**src/assert_macros.svh**
```systemverilog
// assertion helpers used by the rtl
`ifndef ASSERT_MACROS_SVH
`define ASSERT_MACROS_SVH

`ifndef SYNTHESIS

`define ASSERT_IMPLIES(lbl, clk, rst_n, ante, cons) \
    lbl: assert property (@(posedge clk) disable iff (!rst_n) (ante) |-> (cons)) \
        else $error("assertion failed");

`define ASSERT_NEXT(lbl, clk, rst_n, ante, cons) \
    lbl: assert property (@(posedge clk) disable iff (!rst_n) (ante) |=> (cons)) \
        else $error("assertion failed");

`else

`define ASSERT_IMPLIES(lbl, clk, rst_n, ante, cons)

`define ASSERT_NEXT(lbl, clk, rst_n, ante, cons)

`endif

`endif

```
**src/lrs_pkg.sv**
```systemverilog
package lrs_pkg;

    localparam int SAMPLE_BITS  = 16;
    localparam int MAX_CHANNELS = 2;
    localparam int LANES        = 2;
    localparam int POS_BITS     = 18;
    localparam int FRAC_BITS    = 16;
    localparam int STEP_BITS    = 18;
    localparam int CHAN_BITS    = 2;
    localparam int CFG_IDX_BITS = 2;

    localparam logic [POS_BITS-1:0]  ONE_Q16  = POS_BITS'(65536);
    localparam logic [STEP_BITS-1:0] STEP_MIN = STEP_BITS'(2048);
    localparam logic [STEP_BITS-1:0] STEP_MAX = STEP_BITS'(131072);
    localparam logic [STEP_BITS-1:0] STEP_RST = STEP_BITS'(65536);
    localparam logic [CHAN_BITS-1:0] CHAN_RST = CHAN_BITS'(1);

    localparam logic [CFG_IDX_BITS-1:0] CFG_STEP  = CFG_IDX_BITS'(0);
    localparam logic [CFG_IDX_BITS-1:0] CFG_CHANS = CFG_IDX_BITS'(1);

    typedef logic signed [SAMPLE_BITS-1:0] t_sample;
    typedef t_sample [LANES-1:0] t_lanes;

    typedef struct packed {
        t_sample chan0_sample;
        t_sample chan1_sample;
        logic    final_frame;
    } t_in_item;

    typedef struct packed {
        t_sample chan0_out;
        t_sample chan1_out;
        logic    final_out;
    } t_out_item;

endpackage

```
**src/lrs_interp.sv**
```systemverilog
module lrs_interp import lrs_pkg::*; (
    input  logic                 i_clk,
    input  logic                 i_rst_n,
    input  logic                 i_start,
    input  t_lanes               i_lo,
    input  t_lanes               i_hi,
    input  logic [FRAC_BITS-1:0] i_frac,
    output logic                 o_done,
    output t_lanes               o_result
);

    localparam int DIFF_BITS = SAMPLE_BITS + 1;
    localparam int ACC_BITS  = SAMPLE_BITS + 2;
    localparam int CNT_BITS  = $clog2(FRAC_BITS);
    localparam logic [CNT_BITS-1:0] CNT_LAST = CNT_BITS'(FRAC_BITS - 1);

    logic signed [DIFF_BITS-1:0] r_diff [LANES];
    logic signed [DIFF_BITS-1:0] r_acc  [LANES];
    logic signed [ACC_BITS-1:0]  n_sum  [LANES];
    t_lanes                      r_lo;
    logic [FRAC_BITS-1:0]        r_frac;
    logic [CNT_BITS-1:0]         r_cnt;
    logic                        r_busy;
    logic                        r_done;

    // shift-add, one fraction bit per cycle, lsb first; the dropped bit floors
    always_comb begin
        for (int l = 0; l < LANES; l++) begin
            n_sum[l] = ACC_BITS'(r_acc[l]) + (r_frac[0] ? ACC_BITS'(r_diff[l]) : '0);
        end
    end

    always_ff @(posedge i_clk) begin
        if (!i_rst_n) begin
            r_busy <= 1'b0;
            r_done <= 1'b0;
            r_cnt  <= '0;
        end else begin
            r_done <= 1'b0;
            if (i_start) begin
                r_busy <= 1'b1;
                r_cnt  <= '0;
            end else if (r_busy) begin
                r_cnt <= r_cnt + CNT_BITS'(1);
                if (r_cnt == CNT_LAST) begin
                    r_busy <= 1'b0;
                    r_done <= 1'b1;
                end
            end
        end
    end

    always_ff @(posedge i_clk) begin
        if (i_start) begin
            r_lo   <= i_lo;
            r_frac <= i_frac;
            for (int l = 0; l < LANES; l++) begin
                r_diff[l] <= DIFF_BITS'($signed(i_hi[l])) - DIFF_BITS'($signed(i_lo[l]));
                r_acc[l]  <= '0;
            end
        end else if (r_busy) begin
            r_frac <= r_frac >> 1;
            for (int l = 0; l < LANES; l++) begin
                r_acc[l] <= n_sum[l][ACC_BITS-1:1];
            end
        end
    end

    always_comb begin
        for (int l = 0; l < LANES; l++) begin
            o_result[l] = r_lo[l] + r_acc[l][SAMPLE_BITS-1:0];
        end
    end

    assign o_done = r_done;

endmodule

```
**src/linear_interp_resampler.sv**
```systemverilog
// Linear-interpolation resampler for one or two interleaved 16-bit channels. Each input
// frame yields k output frames (0 to 64), sampled at positions that advance by the
// Q2.16 step register; the last output of a clip is flagged by final_out. Every output
// goes through a bit-serial multiply that consumes one fraction bit per cycle, and each
// output frame passes through the plan, calc and load states in turn. The input side
// stalls while a frame is being worked; one finished output waits in the output register
// without holding up the next input frame. Configuration is taken in any cycle and should
// only change while the block is idle.
`include "assert_macros.svh"

module linear_interp_resampler import lrs_pkg::*; (
    input  logic                    i_clk,
    input  logic                    i_rst_n,
    input  logic                    i_in_valid,
    output logic                    o_in_stall,
    input  t_in_item                i_in_data,
    output logic                    o_out_valid,
    input  logic                    i_out_stall,
    output t_out_item               o_out_data,
    input  logic                    i_cfg_valid,
    output logic                    o_cfg_ready,
    input  logic [CFG_IDX_BITS-1:0] i_cfg_index,
    input  logic [STEP_BITS-1:0]    i_cfg_data
);

    typedef enum logic [1:0] {
        S_IDLE,
        S_PLAN,
        S_CALC,
        S_LOAD
    } t_state;

    t_state                r_state;
    logic [STEP_BITS-1:0]  r_step;
    logic [CHAN_BITS-1:0]  r_chan;
    logic [STEP_BITS-1:0]  r_step_use;
    logic                  r_two;
    t_lanes                r_prior;
    t_lanes                r_cur;
    logic                  r_fin;
    logic                  r_phase_b;
    logic [POS_BITS-1:0]   r_pos;
    logic                  r_awaiting;
    logic                  r_final_pend;
    logic                  r_out_valid;
    t_out_item             r_out;

    logic [STEP_BITS-1:0]  n_step_sat;
    logic                  n_two;
    logic [POS_BITS-1:0]   n_npos;
    logic [POS_BITS-1:0]   n_pos_wrap;
    logic                  n_emit;
    logic                  n_in_xfer;
    logic                  n_out_free;
    logic                  n_start;
    t_lanes                n_lo;
    logic [FRAC_BITS-1:0]  n_frac;
    logic                  n_done;
    t_lanes                n_result;

    assign o_cfg_ready = 1'b1;
    assign o_in_stall  = (r_state != S_IDLE);
    assign o_out_valid = r_out_valid;
    assign o_out_data  = r_out;

    assign n_in_xfer  = i_in_valid && !o_in_stall;
    assign n_out_free = !r_out_valid || !i_out_stall;

    always_comb begin
        if (r_step < STEP_MIN) begin
            n_step_sat = STEP_MIN;
        end else if (r_step > STEP_MAX) begin
            n_step_sat = STEP_MAX;
        end else begin
            n_step_sat = r_step;
        end
    end

    assign n_two      = (MAX_CHANNELS >= 2) && (r_chan >= CHAN_BITS'(2));
    assign n_npos     = r_pos + POS_BITS'(r_step_use);
    assign n_pos_wrap = r_pos - ONE_Q16;
    assign n_emit     = (r_pos < ONE_Q16);
    assign n_start    = (r_state == S_PLAN) && n_emit;
    assign n_lo       = r_phase_b ? r_cur : r_prior;
    assign n_frac     = r_phase_b ? '0 : r_pos[FRAC_BITS-1:0];

    lrs_interp u_interp (
        .i_clk    (i_clk),
        .i_rst_n  (i_rst_n),
        .i_start  (n_start),
        .i_lo     (n_lo),
        .i_hi     (r_cur),
        .i_frac   (n_frac),
        .o_done   (n_done),
        .o_result (n_result)
    );

    always_ff @(posedge i_clk) begin
        if (!i_rst_n) begin
            r_step      <= STEP_RST;
            r_chan      <= CHAN_RST;
        end else if (i_cfg_valid && o_cfg_ready) begin
            case (i_cfg_index)
                CFG_STEP:  r_step <= i_cfg_data;
                CFG_CHANS: r_chan <= i_cfg_data[CHAN_BITS-1:0];
                default:   ;
            endcase
        end
    end

    always_ff @(posedge i_clk) begin
        if (!i_rst_n) begin
            r_state     <= S_IDLE;
            r_prior     <= '0;
            r_pos       <= '0;
            r_awaiting  <= 1'b1;
            r_out_valid <= 1'b0;
        end else begin
            // the load state refills the output register itself
            if (r_out_valid && !i_out_stall && (r_state != S_LOAD)) begin
                r_out_valid <= 1'b0;
            end
            case (r_state)
                S_IDLE: begin
                    if (n_in_xfer) begin
                        r_cur[0]   <= i_in_data.chan0_sample;
                        r_cur[1]   <= i_in_data.chan1_sample;
                        r_fin      <= i_in_data.final_frame;
                        r_step_use <= n_step_sat;
                        r_two      <= n_two;
                        if (r_awaiting) begin
                            r_prior[0] <= i_in_data.chan0_sample;
                            r_prior[1] <= i_in_data.chan1_sample;
                            r_pos      <= '0;
                            if (i_in_data.final_frame) begin
                                r_phase_b <= 1'b1;
                                r_state   <= S_PLAN;
                            end else begin
                                r_awaiting <= 1'b0;
                            end
                        end else begin
                            r_phase_b <= 1'b0;
                            r_state   <= S_PLAN;
                        end
                    end
                end
                S_PLAN: begin
                    if (n_emit) begin
                        // flag the output after which no further position is served
                        r_final_pend <= r_phase_b ? (n_npos >= ONE_Q16)
                                                  : (r_fin && (n_npos >= (ONE_Q16 << 1)));
                        r_state      <= S_CALC;
                    end else if (!r_phase_b) begin
                        r_pos <= n_pos_wrap;
                        if (r_fin) begin
                            r_phase_b <= 1'b1;
                        end else begin
                            r_prior <= r_cur;
                            r_state <= S_IDLE;
                        end
                    end else begin
                        r_pos      <= '0;
                        r_awaiting <= 1'b1;
                        r_prior    <= r_cur;
                        r_state    <= S_IDLE;
                    end
                end
                S_CALC: begin
                    if (n_done) begin
                        r_state <= S_LOAD;
                    end
                end
                S_LOAD: begin
                    if (n_out_free) begin
                        r_out_valid     <= 1'b1;
                        r_out.chan0_out <= n_result[0];
                        r_out.chan1_out <= r_two ? n_result[1] : '0;
                        r_out.final_out <= r_final_pend;
                        r_pos           <= n_npos;
                        r_state         <= S_PLAN;
                    end
                end
                default: begin
                    r_state <= S_IDLE;
                end
            endcase
        end
    end

    `ASSERT_IMPLIES(a_done_in_calc, i_clk, i_rst_n, n_done, r_state == S_CALC)
    `ASSERT_IMPLIES(a_calc_frac_range, i_clk, i_rst_n, r_state == S_CALC, r_pos < ONE_Q16)
    `ASSERT_IMPLIES(a_pending_range, i_clk, i_rst_n, r_state == S_IDLE,
                    r_pos < (ONE_Q16 << 1))
    `ASSERT_NEXT(a_load_moves, i_clk, i_rst_n, (r_state == S_LOAD) && n_out_free,
                 o_out_valid && (r_state == S_PLAN))

endmodule

```
**config.mk**
```make
export PLATFORM = sky130hd
export DESIGN_NAME = linear_interp_resampler
export DESIGN_NICKNAME = d
export VERILOG_FILES = /design/src/lrs_pkg.sv /design/src/lrs_interp.sv /design/src/linear_interp_resampler.sv
export VERILOG_INCLUDE_DIRS = /design/src /design/src/src
export SDC_FILE = /design/constraint.sdc
export NUM_CORES = 1
export LEC_CHECK = 0
export BUFFER_PORTS_ARGS = -buffer_cell sky130_fd_sc_hd__buf_2
export CORE_MARGIN = 2
export CORE_UTILIZATION = 30
export DETAILED_ROUTE_END_ITERATION = 8
export MAX_ROUTING_LAYER = met4
export PLACE_DENSITY_LB_ADDON = 0.05
export SYNTH_ARGS = -nofsm -noshare
export SYNTH_HDL_FRONTEND = slang
export SYNTH_SLANG_ARGS = --single-unit
```
**constraint.sdc**
```tcl
create_clock -name i_clk -period 6.4 [get_ports i_clk]
set_clock_uncertainty 0.1 [all_clocks]
set_input_delay 0.96 -clock i_clk [delete_from_list [all_inputs] [get_ports i_clk]]
set_output_delay 0.96 -clock i_clk [all_outputs]
set_load 0.05 [all_outputs]
```
==> results of run 1 <==
## how the worst max path moves through the flow
| stage | start | to |
|---|---|---|
| after floorplan | i_rst_n | r_cur[0]$_DFFE_PP_ |
| after global placement | r_phase_b$_DFFE_PP_ | u_interp.r_diff[0][16]$_DFFE_PP_ |
| after detailed placement | r_phase_b$_DFFE_PP_ | u_interp.r_diff[0][16]$_DFFE_PP_ |
| after CTS | r_phase_b$_DFFE_PP_ | u_interp.r_diff[0][16]$_DFFE_PP_ |
| after global routing | r_phase_b$_DFFE_PP_ | u_interp.r_diff[0][16]$_DFFE_PP_ |
| final | r_phase_b$_DFFE_PP_ | u_interp.r_diff[0][16]$_DFFE_PP_ |
## state kept, by name, indices dropped and copies added, names as in the netlist, 16 cells and up
register / count
u_interp.r_frac: 16
r_cur: 32
r_step: 18
u_interp.r_lo: 32
r_prior: 32
u_interp.r_diff: 34
u_interp.r_acc: 34
o_out_data: 33
r_step_use: 18
r_pos: 18
## per-stage QoR
stage          power (mW)  hold slack, ns
2_1_floorplan       3.975          0.3003
3_3_place_gp        4.457          0.3474
3_5_place_dp        4.460          0.3523
4_1_cts             6.647          0.3661
5_1_grt             6.994          0.3713
6_report            6.521          0.3564
## critical path, cell delays in order (launching register included)
cell	delay, ns
edfxtp_1	1.03
buf_4	0.37
mux2_2	0.37
ha_1	0.21
fa_1	0.41
nand2b_1	0.17
a21boi_1	0.21
o21ai_1	0.15
a211oi_1	0.30
a311oi_1	0.20
a21oi_1	0.27
a221oi_1	0.13
## cell usage after synthesis (4+ instances only)
cell and count:
nand4_1 11, a211oi_1 45, o22ai_1 4, or4_1 4, and2_1 54, or3_1 6
ha_1 118, o21a_1 29, buf_1 6, o21bai_1 5, a21o_1 21, a31oi_1 5
mux2i_1 70, nand3_1 15, nor3_1 34, xnor2_1 49, dfxtp_1 79, or2_2 5
nor2b_1 23, nand2b_1 27, and3_1 7, o21ai_1 19, a21oi_1 99, a22o_1 15
nor4_1 7, clkbuf_1 40, o211ai_1 11, a21boi_1 6, a211o_1 6, inv_1 83
nand2_1 91, nand3b_1 7, a22oi_1 8, edfxtp_1 203, fa_1 7, o21ai_0 31
xor2_1 25, nor2_1 128
## cell usage in the layout (no fill, tap or decap), drive strengths merged, types with 15 or more instances in the layout
cell / count
xor2: 25
a22o: 15
xnor2: 49
a21o: 21
dfxtp: 79
buf: 102
edfxtp: 203
mux2i: 70
inv: 86
o21a: 29
clkbuf: 51
nor2b: 23
and2: 54
nor2: 128
nor3: 34
o21ai: 51
nand2: 91
nand2b: 28
nand3: 15
a21oi: 99
ha: 118
a211oi: 45
## metal layers
layer | routed length [um] | vias up | GRT usage (%)
li1 | - | 5601 | -
met1 | 18600 | 4982 | 19.54
met2 | 16920 | 127 | 22.93
met3 | 1444 | 53 | 3.125
met4 | 783 | 0 | 3.682
met5 | 0 | - | -
## power by group
group	switching, mW	internal (mW)
clock network	0.785	1.33
registers	0.145	2.34
logic	1.12	0.799
## cell type report
cell class              count  area share [%]
diodes                      3         0.04134
flip-flops and latches    282           42.28
clock inverters            11           1.109
well taps                 680           4.685
repair buffers            102           2.949
clock buffers              51           5.554
multi-input cells        1056           41.60
inverters                  86           1.778
## kinds of logic after synthesis
group / share of synthesized area [%]
adders and majority gates: 10.29
muxes: 4.605
xor gates and xnor gates: 4.127
DFF: 48.89
AOI/OAI and AO/OA: 15.04
other: 0.02388
buffers and inverters: 3.267
and+or+nand+nor: 13.75
==> summary.txt, run 1 <==
Global routing
  • Largest net degree at the start of global routing: 71
  • GRT Total Usage: 14.74%
  • First-pass GRT wire length: 60760 um
  • Number of global-route vias before repair: 10780
  • Total gr overflow: 0
  • Initial antenna violation count: 3

Floorplanning
  • Cell row count: 83
  • DIE WIDTH: 232.8 um
  • I/O pins: 94
  • Initial core utilization: 30.49%
  • Core area: 51510 um2
  • Die area: 54190 um2
  • Die height: 232.8 um

Logic synthesis
  • Top FF cell, synth: edfxtp_1
  • Post-synth EDFFs: 203
  • Count of cell types in the netlist: 79
  • Register bit total from synthesis: 282
  • Synth Instances: 1473
  • Synth top area share: 38.82%
  • Post-synth top area cell: edfxtp_1
  • Sequential-to-total area share from yosys stat: 48.89%
  • Synth warn: 0
  • Mapped Area: 15700 um2
  • Top cells by area, synth: edfxtp_1 (39%), dfxtp_1 (10%), ha_1 (9.4%)
  • Syn_nets: 1656
  • Ys async rst share: 0%
  • Avg Inst Size Synth: 10.66 um2

Clocking
  • CTS buffer count: 36
  • Clock Tree Buf Depth: 3
  • Hold buffers post-CTS: 0
  • Postcts setup bufs: 0
  • Clk sinks: 282
  • Clk_lat worst skew: 0.54 ns
  • H-tree level count: 2
  • Clock slew at reported path FFs: 0.06 ns
  • CTS tree: yes
  • Root Buffer: clkbuf_16
  • Quantity of gates resized following cts: 0

Place
  • Input/output buffers: 92
  • Dpl cells: 2206
  • Dpl ws: 2.176 ns
  • Placed cell areas: 16940 um2
  • Post-DP HPWL: 27530 um
  • GP Congestion: 0.7650

STA
  • Achievable Freq: 0.2388 GHz
  • Post-route clock period utilization: 65.44%
  • Setup ws final: 2.212 ns
  • TNS Setup: 0 ns
  • Worst-margin pin slew: 1.080 ns
  • Crit path time final: 4.188 ns
  • Pins Over Slew Limit: 0
  • Max-Slew Margin vs Limit: 27.69%
  • Final setup vio count: 0
  • Final hold viol count: 0
  • RSZ-0062 raised after global routing: false

Pwr
  • PD cells: 359.1 nW/um2
  • Leak Pwr: 7.225 nW
  • VDD IR max: 0.1504 mV

Run status
  • Status: completed

Drt
  • Routed wire per std cell: 16.62 um
  • Via count: 10760
  • DR vias/cell: 4.739
  • Final WL: 37750 um
  • Residual DRC count: 0
  • First-pass DRT Iterations: 4
  • Initial DRC count: 441
  • Post-route ant nets: 0

Worst setup path
  • CP arrival: 4.36 ns
  • Reg2reg end: u_interp.r_diff[0][16]$_DFFE_PP_
  • CP Class: register to register
  • CP max FO: 18
  • R2R Setup Slk: 2.21 ns
  • WP data required: 6.57 ns
  • Reg2reg path depth: 11
  • Worst R2R Start: r_phase_b$_DFFE_PP_
  • Worst setup SP type: register
  • Kind of end point of the critical path: register

Final layout
  • Post-layout net count: 1747
  • FF/Latch Area: 7677 um2
  • Area delta synth->final: 15.63%
  • Fin util: 35.25%
  • Fill count: 5254
  • Fraction of layout cells with a size suffix above 1: 11.27%
  • Multi-input gate area: 7555 um2
  • Fin area: 18160 um2
  • Filler-free cell count of the finished design: 2271

Hold path
  • WHS Endpoint: o_out_data[0]$_DFFE_PP_
  • Worst min path class: register to register
  • Hold Path Origin: r_final_pend$_DFFE_PP_
  • Min-Delay Path Depth: 0

Flow run
  • Max Cap Violations: 0
No activity file was read; power rests on OpenSTA's default activity.
==> run 2: changes to the inputs <==
Settings changed: ABC_AREA set to 1.
Clock period 6.4 ns to 3.45 ns, I/O delays scaled along.
==> run 2 against run 1 <==
  * Register-to-register slack lost 1.7 ns
  * Combinational power grew to 4.3 times the previous value
  * Final cell count rose by 15%
  * Total power increased to 2.8 times the previous value
  * Non-clock buffer count grew 6
==> summary.txt, run 2 <==
Run status
  • Status: completed

STA
  • Pins Over Slew Limit: 0 (unchanged)
  • Final hold viol count: 0 (unchanged)
  • Max-Slew Margin vs Limit: 42.04% (+14 points)
  • Setup ws final: 0.4839 ns (-1.728 ns)
  • Crit path time final: 2.966 ns (-1.222 ns)
  • Final setup vio count: 0 (unchanged)
  • TNS Setup: 0 ns (unchanged)
  • RSZ-0062 raised after global routing: false
  • Achievable Freq: 0.3371 GHz (+41%)
  • Worst-margin pin slew: 0.8684 ns (-0.2115 ns)
  • Post-route clock period utilization: 85.97% (+21 points)

Worst setup path
  • R2R Setup Slk: 0.48 ns (-1.73 ns)
  • CP max FO: 37 (+19)
  • Slowest stage delay, CP: 0.44 ns (-0.59 ns)
  • Critical path's top delay family: compound AO/OA/AOI/OAI gates
  • Reg2reg path depth: 9 (-2)
  • WP data required: 3.65 ns (-2.92 ns)
  • Kind of end point of the critical path: register
  • CP Class: register to register
  • Worst R2R Start: r_phase_b$_DFFE_PP_
  • CP arrival: 3.16 ns (-1.20 ns)
  • Most frequent CP cell: o21ai_0
  • Worst setup SP type: register
  • Critical path cell sequence: buf_4 -> o21ai_0 -> inv_1 -> fa_1 -> o21ai_0 -> a31oi_1 -> o21ai_0 -> a21oi_1 -> xor2_1
  • Reg2reg end: u_interp.r_diff[0][10]$_DFFE_PP_
  • Slowest CP cell: fa_1
  • CP bufs+invs: 2 (+1)

Final layout
  • Most common cell after layout, fill and taps aside: nand2_1
  • Post-layout net count: 2087 (+19%)
  • Most frequent cells in the layout: nand2_1 (347), inv_1 (223), edfxtp_1 (203)
  • Area delta synth->final: 16.28%
  • Fraction of layout cells with a size suffix above 1: 11.02% (-0.25 points)
  • Filler-free cell count of the finished design: 2622 (+15%)

Logic synthesis
  • Synth top area share: 38.16% (-0.65 points)
  • Sequential-to-total area share from yosys stat: 48.07% (-0.82 points)
  • Syn_nets: 1988 (+20%)
  • Post-synth top area cell: edfxtp_1
  • Top FF cell, synth: edfxtp_1
  • Ys async rst share: 0% (unchanged)
  • Register bit total from synthesis: 282 (unchanged)
  • Most instantiated library cell after synthesis: nand2_1
  • Avg Inst Size Synth: 8.849 um2 (-17%)
  • Count of cell types in the netlist: 49 (-38%)
  • Post-synth EDFFs: 203 (unchanged)
  • Synth Instances: 1805 (+23%)
  • Top cells by area, synth: edfxtp_1 (38%), dfxtp_1 (9.9%), ha_1 (9.2%)
  • Synth warn: 0 (unchanged)
  • Synth top cells by count: nand2_1 (348), inv_1 (223), edfxtp_1 (203)
  • Mapped Area: 15970 um2 (+1.7%)

Hold path
  • Worst min path class: primary input to register
  • WHS Endpoint: r_cur[17]$_DFFE_PP_
  • Hold Path Origin: i_in_data[2]
  • Min-Delay Path Depth: 1 (+1)

Pwr
  • VDD IR max: 0.3912 mV (+160%)
  • Leak Pwr: 8.080 nW (+12%)
  • PD cells: 986.4 nW/um2 (+170%)
  • Total power: 18.32 mW (+180%)

Clocking
  • CTS buffer count: 37 (+2.8%)
  • Clk sinks: 282 (unchanged)
  • Postcts setup bufs: 0 (unchanged)
  • Clock Tree Buf Depth: 3 (unchanged)
  • Clk_lat worst skew: 0.55 ns (about the same)
  • Quantity of gates resized following cts: 0 (unchanged)
  • Clock slew at reported path FFs: 0.05 ns (about the same)
  • CTS tree: yes
  • Hold buffers post-CTS: 0 (unchanged)
  • Root Buffer: clkbuf_16
  • H-tree level count: 2 (unchanged)

Floorplanning
  • I/O pins: 94 (unchanged)
  • Initial core utilization: 30.40% (-0.092 points)
  • Core area: 52550 um2 (+2.0%)
  • DIE WIDTH: 234.7 um (+0.84%)
  • Die area: 55110 um2 (+1.7%)
  • Die height: 234.7 um (+0.84%)
  • Cell row count: 84 (+1.2%)

Flow run
  • Max Cap Violations: 0 (unchanged)

Global routing
  • First-pass GRT wire length: 68010 um (+12%)
  • Largest net degree at the start of global routing: 69 (-2.8%)
  • Number of global-route vias before repair: 12320 (+14%)
  • Initial antenna violation count: 1 (-2)
  • Total gr overflow: 0 (unchanged)
  • GRT Total Usage: 15.88% (+1.1 points)

Place
  • Dpl ws: 0.4456 ns (-1.730 ns)
  • Post-DP HPWL: 32040 um (+16%)
  • Dpl cells: 2553 (+16%)
  • Input/output buffers: 92 (unchanged)
  • GP Congestion: 0.8458 (+11%)

Drt
  • Routed wire per std cell: 16.23 um (-2.3%)
  • First-pass DRT Iterations: 5 (+1)
  • Final WL: 42570 um (+13%)
  • DR vias/cell: 4.701 (-0.81%)
  • Via count: 12330 (+15%)
  • Residual DRC count: 0 (unchanged)
  • Post-route ant nets: 0 (unchanged)
  • Initial DRC count: 541 (+23%)
-- run 2: worst max path at each step --
stage | from | to | cells past startpoint
after floorplan | i_rst_n | r_cur[0]$_DFFE_PP_ | 3
after global placement | r_phase_b$_DFFE_PP_ | u_interp.r_diff[0][10]$_DFFE_PP_ | 10
after detailed placement | r_phase_b$_DFFE_PP_ | u_interp.r_diff[0][10]$_DFFE_PP_ | 9
after CTS | r_phase_b$_DFFE_PP_ | u_interp.r_diff[0][10]$_DFFE_PP_ | 9
after global routing | r_phase_b$_DFFE_PP_ | u_interp.r_diff[0][10]$_DFFE_PP_ | 10
final | r_phase_b$_DFFE_PP_ | u_interp.r_diff[0][10]$_DFFE_PP_ | 9
-- run 2: cells by family (layout without fill, tap and decap cells) --
| group | Yosys count | after routing | synth area share, % |
|---|---|---|---|
| and+or+nand+nor | 617 | 617 | 16.29 |
| buffers and inverters | 275 | 403 | 6.690 |
| xor gates and xnor gates | 54 | 54 | 2.961 |
| other | 1 | 2 | 0.02348 |
| AOI/OAI and AO/OA | 451 | 451 | 15.85 |
| adders and majority gates | 125 | 125 | 10.12 |
| DFF | 282 | 282 | 48.07 |
-- run 2: final cells by class --
| class | instances | area (um2) |
|---|---|---|
| Inverter | 227 | 854.6 |
| Timing Repair Buffer | 108 | 605.6 |
| Sequential cell | 282 | 7677 |
| Tap cell | 688 | 860.8 |
| Clock buffer | 53 | 1109 |
| Multi-Input combinational cell | 1248 | 7248 |
| Fill cell | 5502 | 33980 |
| Antenna cell | 1 | 2.502 |
| Clock inverter | 15 | 215.2 |
-- run 2: through the flow --
| step | utilization (%) | hold slack, ns | instance area, um2 |
|---|---|---|---|
| 6_report | 35.34 | 0.06213 | 18570 |
| 3_3_place_gp | 32.82 | 0.3160 | 17250 |
| 4_1_cts | 35.34 | 0.02930 | 18570 |
| 5_1_grt | 35.34 | 0.04279 | 18570 |
| 2_1_floorplan | - | 0.3003 | 15980 |
| 3_5_place_dp | 32.82 | 0.3086 | 17250 |
-- run 2: power by group --
part           total, mW  internal [mW]  leakage (nW)  switching, mW
logic               8.33           2.80          4.87           5.54
registers           5.85           5.27          2.56          0.581
clock network       4.14           2.62         0.652           1.52
-- run 2: metal layers --
layer,vias up,global-route usage [%],wire length (um),share of wire [%]
met2,176,25.28,19430,46
li1,6420,-,-,-
met1,5669,21.07,20800,49
met5,-,-,0,0
met3,61,2.197,1383,3.2
met4,0,4.603,954,2.2
==> run 3: changes to the inputs <==
Settings changed: ABC_AREA 1 to unset, GPL_TIMING_DRIVEN set to 0, PLACE_DENSITY set to 0.48, PLACE_DENSITY_LB_ADDON 0.05 to unset.
==> run 3 against run 2 <==
  * Non-clock buffer count is 40 higher
  * Die area decreased by 1.7%
  * Utilization increased by 0.26 points
  * Combinational power shrank 56%
  * Sequential power decreased by 22%
  * Register-to-register slack got worse by 0.26 ns
  * First-iteration DRC count grew 12%
==> summary.txt, run 3 (synthesis results as in run 1) <==
Final layout
  • Fin area: 18340 um2 (-1.3%)
  • Fill count: 5230 (-4.9%)
  • Area delta synth->final: 16.78%
  • Post-layout net count: 1794 (-14%)
  • Most common cell after layout, fill and taps aside: edfxtp_1
  • Most frequent cells in the layout: edfxtp_1 (203), nor2_1 (127), ha_1 (118)
  • Filler-free cell count of the finished design: 2320 (-12%)
  • Fraction of layout cells with a size suffix above 1: 11.78% (+0.76 points)

Worst setup path
  • Slowest CP cell: fa_1
  • Reg2reg path depth: 12 (+3)
  • CP max FO: 10 (-73%)
  • Most frequent CP cell: buf_4
  • R2R Setup Slk: 0.23 ns (-0.26 ns)
  • Critical path's top delay family: compound AO/OA/AOI/OAI gates
  • Kind of end point of the critical path: register
  • CP bufs+invs: 3 (+1)
  • WP data required: 3.62 ns (-0.03 ns)
  • CP Class: register to register
  • Critical path cell sequence: buf_4 -> buf_4 -> mux2i_2 -> inv_1 -> fa_1 -> nand2b_1 -> a21boi_1 -> o21ai_1 -> a211oi_2 -> a311oi_2 -> a21oi_2 -> a221oi_1
  • CP arrival: 3.40 ns (+0.24 ns)
  • Worst setup SP type: register
  • Slowest stage delay, CP: 0.43 ns (about the same)
  • Critical Path Stages: 12 (+3)

Clocking
  • H-tree level count: 2 (unchanged)
  • CTS tree: yes
  • Clock slew at reported path FFs: 0.06 ns (about the same)
  • Clk sinks: 282 (unchanged)
  • Clk_lat worst skew: 0.54 ns (about the same)
  • Clock Tree Buf Depth: 3 (unchanged)
  • CTS buffer count: 37 (unchanged)
  • Root Buffer: clkbuf_16

Floorplanning
  • Cell row count: 83 (-1.2%)
  • I/O pins: 94 (unchanged)
  • Die height: 232.8 um (-0.83%)
  • Die area: 54190 um2 (-1.7%)
  • Core area: 51510 um2 (-2.0%)
  • Initial core utilization: 30.49% (+0.092 points)
  • DIE WIDTH: 232.8 um (-0.83%)

Pwr
  • VDD IR max: 0.2719 mV (-31%)
  • Sw Share: 32.41% (-9.3 points)
  • PD cells: 646.3 nW/um2 (-34%)
  • Leak Pwr: 7.283 nW (-9.9%)
  • Internal power: 8.011 mW (-25%)
  • Flop pwr share: 38.6% (+6.7 points)
  • NetSw: 3.842 mW (-50%)
  • Clock power frac: 30.5% (+7.9 points)
  • Gate power share: 30.9% (-15 points)

Global routing
  • Number of global-route vias before repair: 10990 (-11%)
  • Initial antenna violation count: 1 (unchanged)
  • First-pass GRT wire length: 59330 um (-13%)
  • Total gr overflow: 0 (unchanged)
  • Largest net degree at the start of global routing: 70 (+1.4%)
  • GRT Total Usage: 14.31% (-1.6 points)

Drt
  • Routed wire per std cell: 16.03 um (-1.2%)
  • DR vias/cell: 4.728 (+0.58%)
  • Initial DRC count: 606 (+12%)
  • First-pass DRT Iterations: 7 (+2)
  • Residual DRC count: 0 (unchanged)
  • Via count: 10970 (-11%)
  • Final WL: 37200 um (-13%)
  • Post-route ant nets: 0 (unchanged)

STA
  • Achievable Freq: 0.3104 GHz (-7.9%)
  • Final hold viol count: 0 (unchanged)
  • Final setup vio count: 0 (unchanged)
  • Worst-margin pin slew: 1.064 ns (+0.1957 ns)
  • RSZ-0062 raised after global routing: false
  • Max-Slew Margin vs Limit: 29.06% (-13 points)
  • Crit path time final: 3.221 ns (+0.2554 ns)
  • Pins Over Slew Limit: 0 (unchanged)
  • Post-route clock period utilization: 93.38% (+7.4 points)

Place
  • GP Congestion: 0.8761 (+3.6%)
  • Post-DP HPWL: 28280 um (-12%)
  • Input/output buffers: 92 (unchanged)
  • Dpl cells: 2249 (-12%)
  • Placed cell areas: 17130 um2 (-0.65%)

Hold path
  • Worst min path class: primary input to register
  • Min-Delay Path Depth: 1 (unchanged)

Flow run
  • Max Cap Violations: 0 (unchanged)

Run status
  • Status: completed
[run 3: cell count changes in the layout (fill, tap and decap cells not counted), moves of 23 or more]
cell      change
xnor2_1      +34
a31oi_1      -35
a211oi_1     +43
nand3_1      -52
o21ai_0     -118
or2_2        -25
clkbuf_1     +40
nand2b_1     +26
and2_1       +50
nand2_1     -256
a21oi_1      -91
inv_1       -141
nor2b_1      +23
mux2i_1      +69
[run 3: power groups by stage]
| stage | registers, mW | clock network, mW | logic, mW |
|---|---|---|---|
| CTS | 4.58 | 3.74 | 3.66 |
| detailed placement | 4.65 | 0 | 3.62 |
| global placement | 4.68 | 0 | 3.52 |
| floorplan | 4.56 | 0 | 2.81 |
| global route | 4.63 | 3.87 | 4.14 |
| finish | 4.58 | 3.62 | 3.66 |
[run 3: cell type report]
cell class | count | area, um2 | area share, %
clock inverters | 18 | 122.6 | 0.6686
repair buffers | 99 | 578.1 | 3.152
plain buffers | 49 | 207.7 | 1.133
diodes | 1 | 2.502 | 0.01365
well taps | 680 | 850.8 | 4.639
inverters | 86 | 325.3 | 1.774
flip-flops and latches | 282 | 7677 | 41.86
clock buffers | 49 | 1011 | 5.513
multi-input cells | 1056 | 7564 | 41.24
[run 3: worst paths after layout]
kind,start,to
worst max-delay path,r_phase_b$_DFFE_PP_,u_interp.r_diff[0][16]$_DFFE_PP_
worst max register to register,r_phase_b$_DFFE_PP_,u_interp.r_diff[0][16]$_DFFE_PP_
worst min-delay path,i_in_data[16],r_cur[31]$_DFFE_PP_
worst min register to register,r_final_pend$_DFFE_PP_,o_out_data[0]$_DFFE_PP_
[run 3: timing repair]
item,in CTS,in global routing
hold buffers,0,0
setup buffers,2,1
setup endpoints to repair,14,9
gates resized for setup,7,14
pin swaps,0,1
[run 3: layer usage]
| layer | part of all wire (%) | track usage [%] |
|---|---|---|
| met5 | 0 | - |
| met4 | 2.3 | 4.279 |
| met3 | 4.0 | 2.659 |
| met2 | 46 | 23.00 |
| met1 | 48 | 18.31 |
[run 3: through the flow]
stage | setup TNS, ns | hold slack (ns) | total power [mW] | utilization [%] | setup WS (ns)
5_1_grt | 0 | 0.04470 | 12.64 | 35.60 | 0.02136
3_3_place_gp | -72.38 | 0.3090 | 8.196 | 33.04 | -0.8787
2_1_floorplan | 0 | 0.3003 | 7.372 | - | 0.2432
6_report | 0 | 0.07492 | 11.85 | 35.60 | 0.2286
3_5_place_dp | -2.966 | 0.3065 | 8.269 | 33.26 | -0.4297
4_1_cts | 0 | 0.03457 | 11.98 | 35.53 | 0.04983
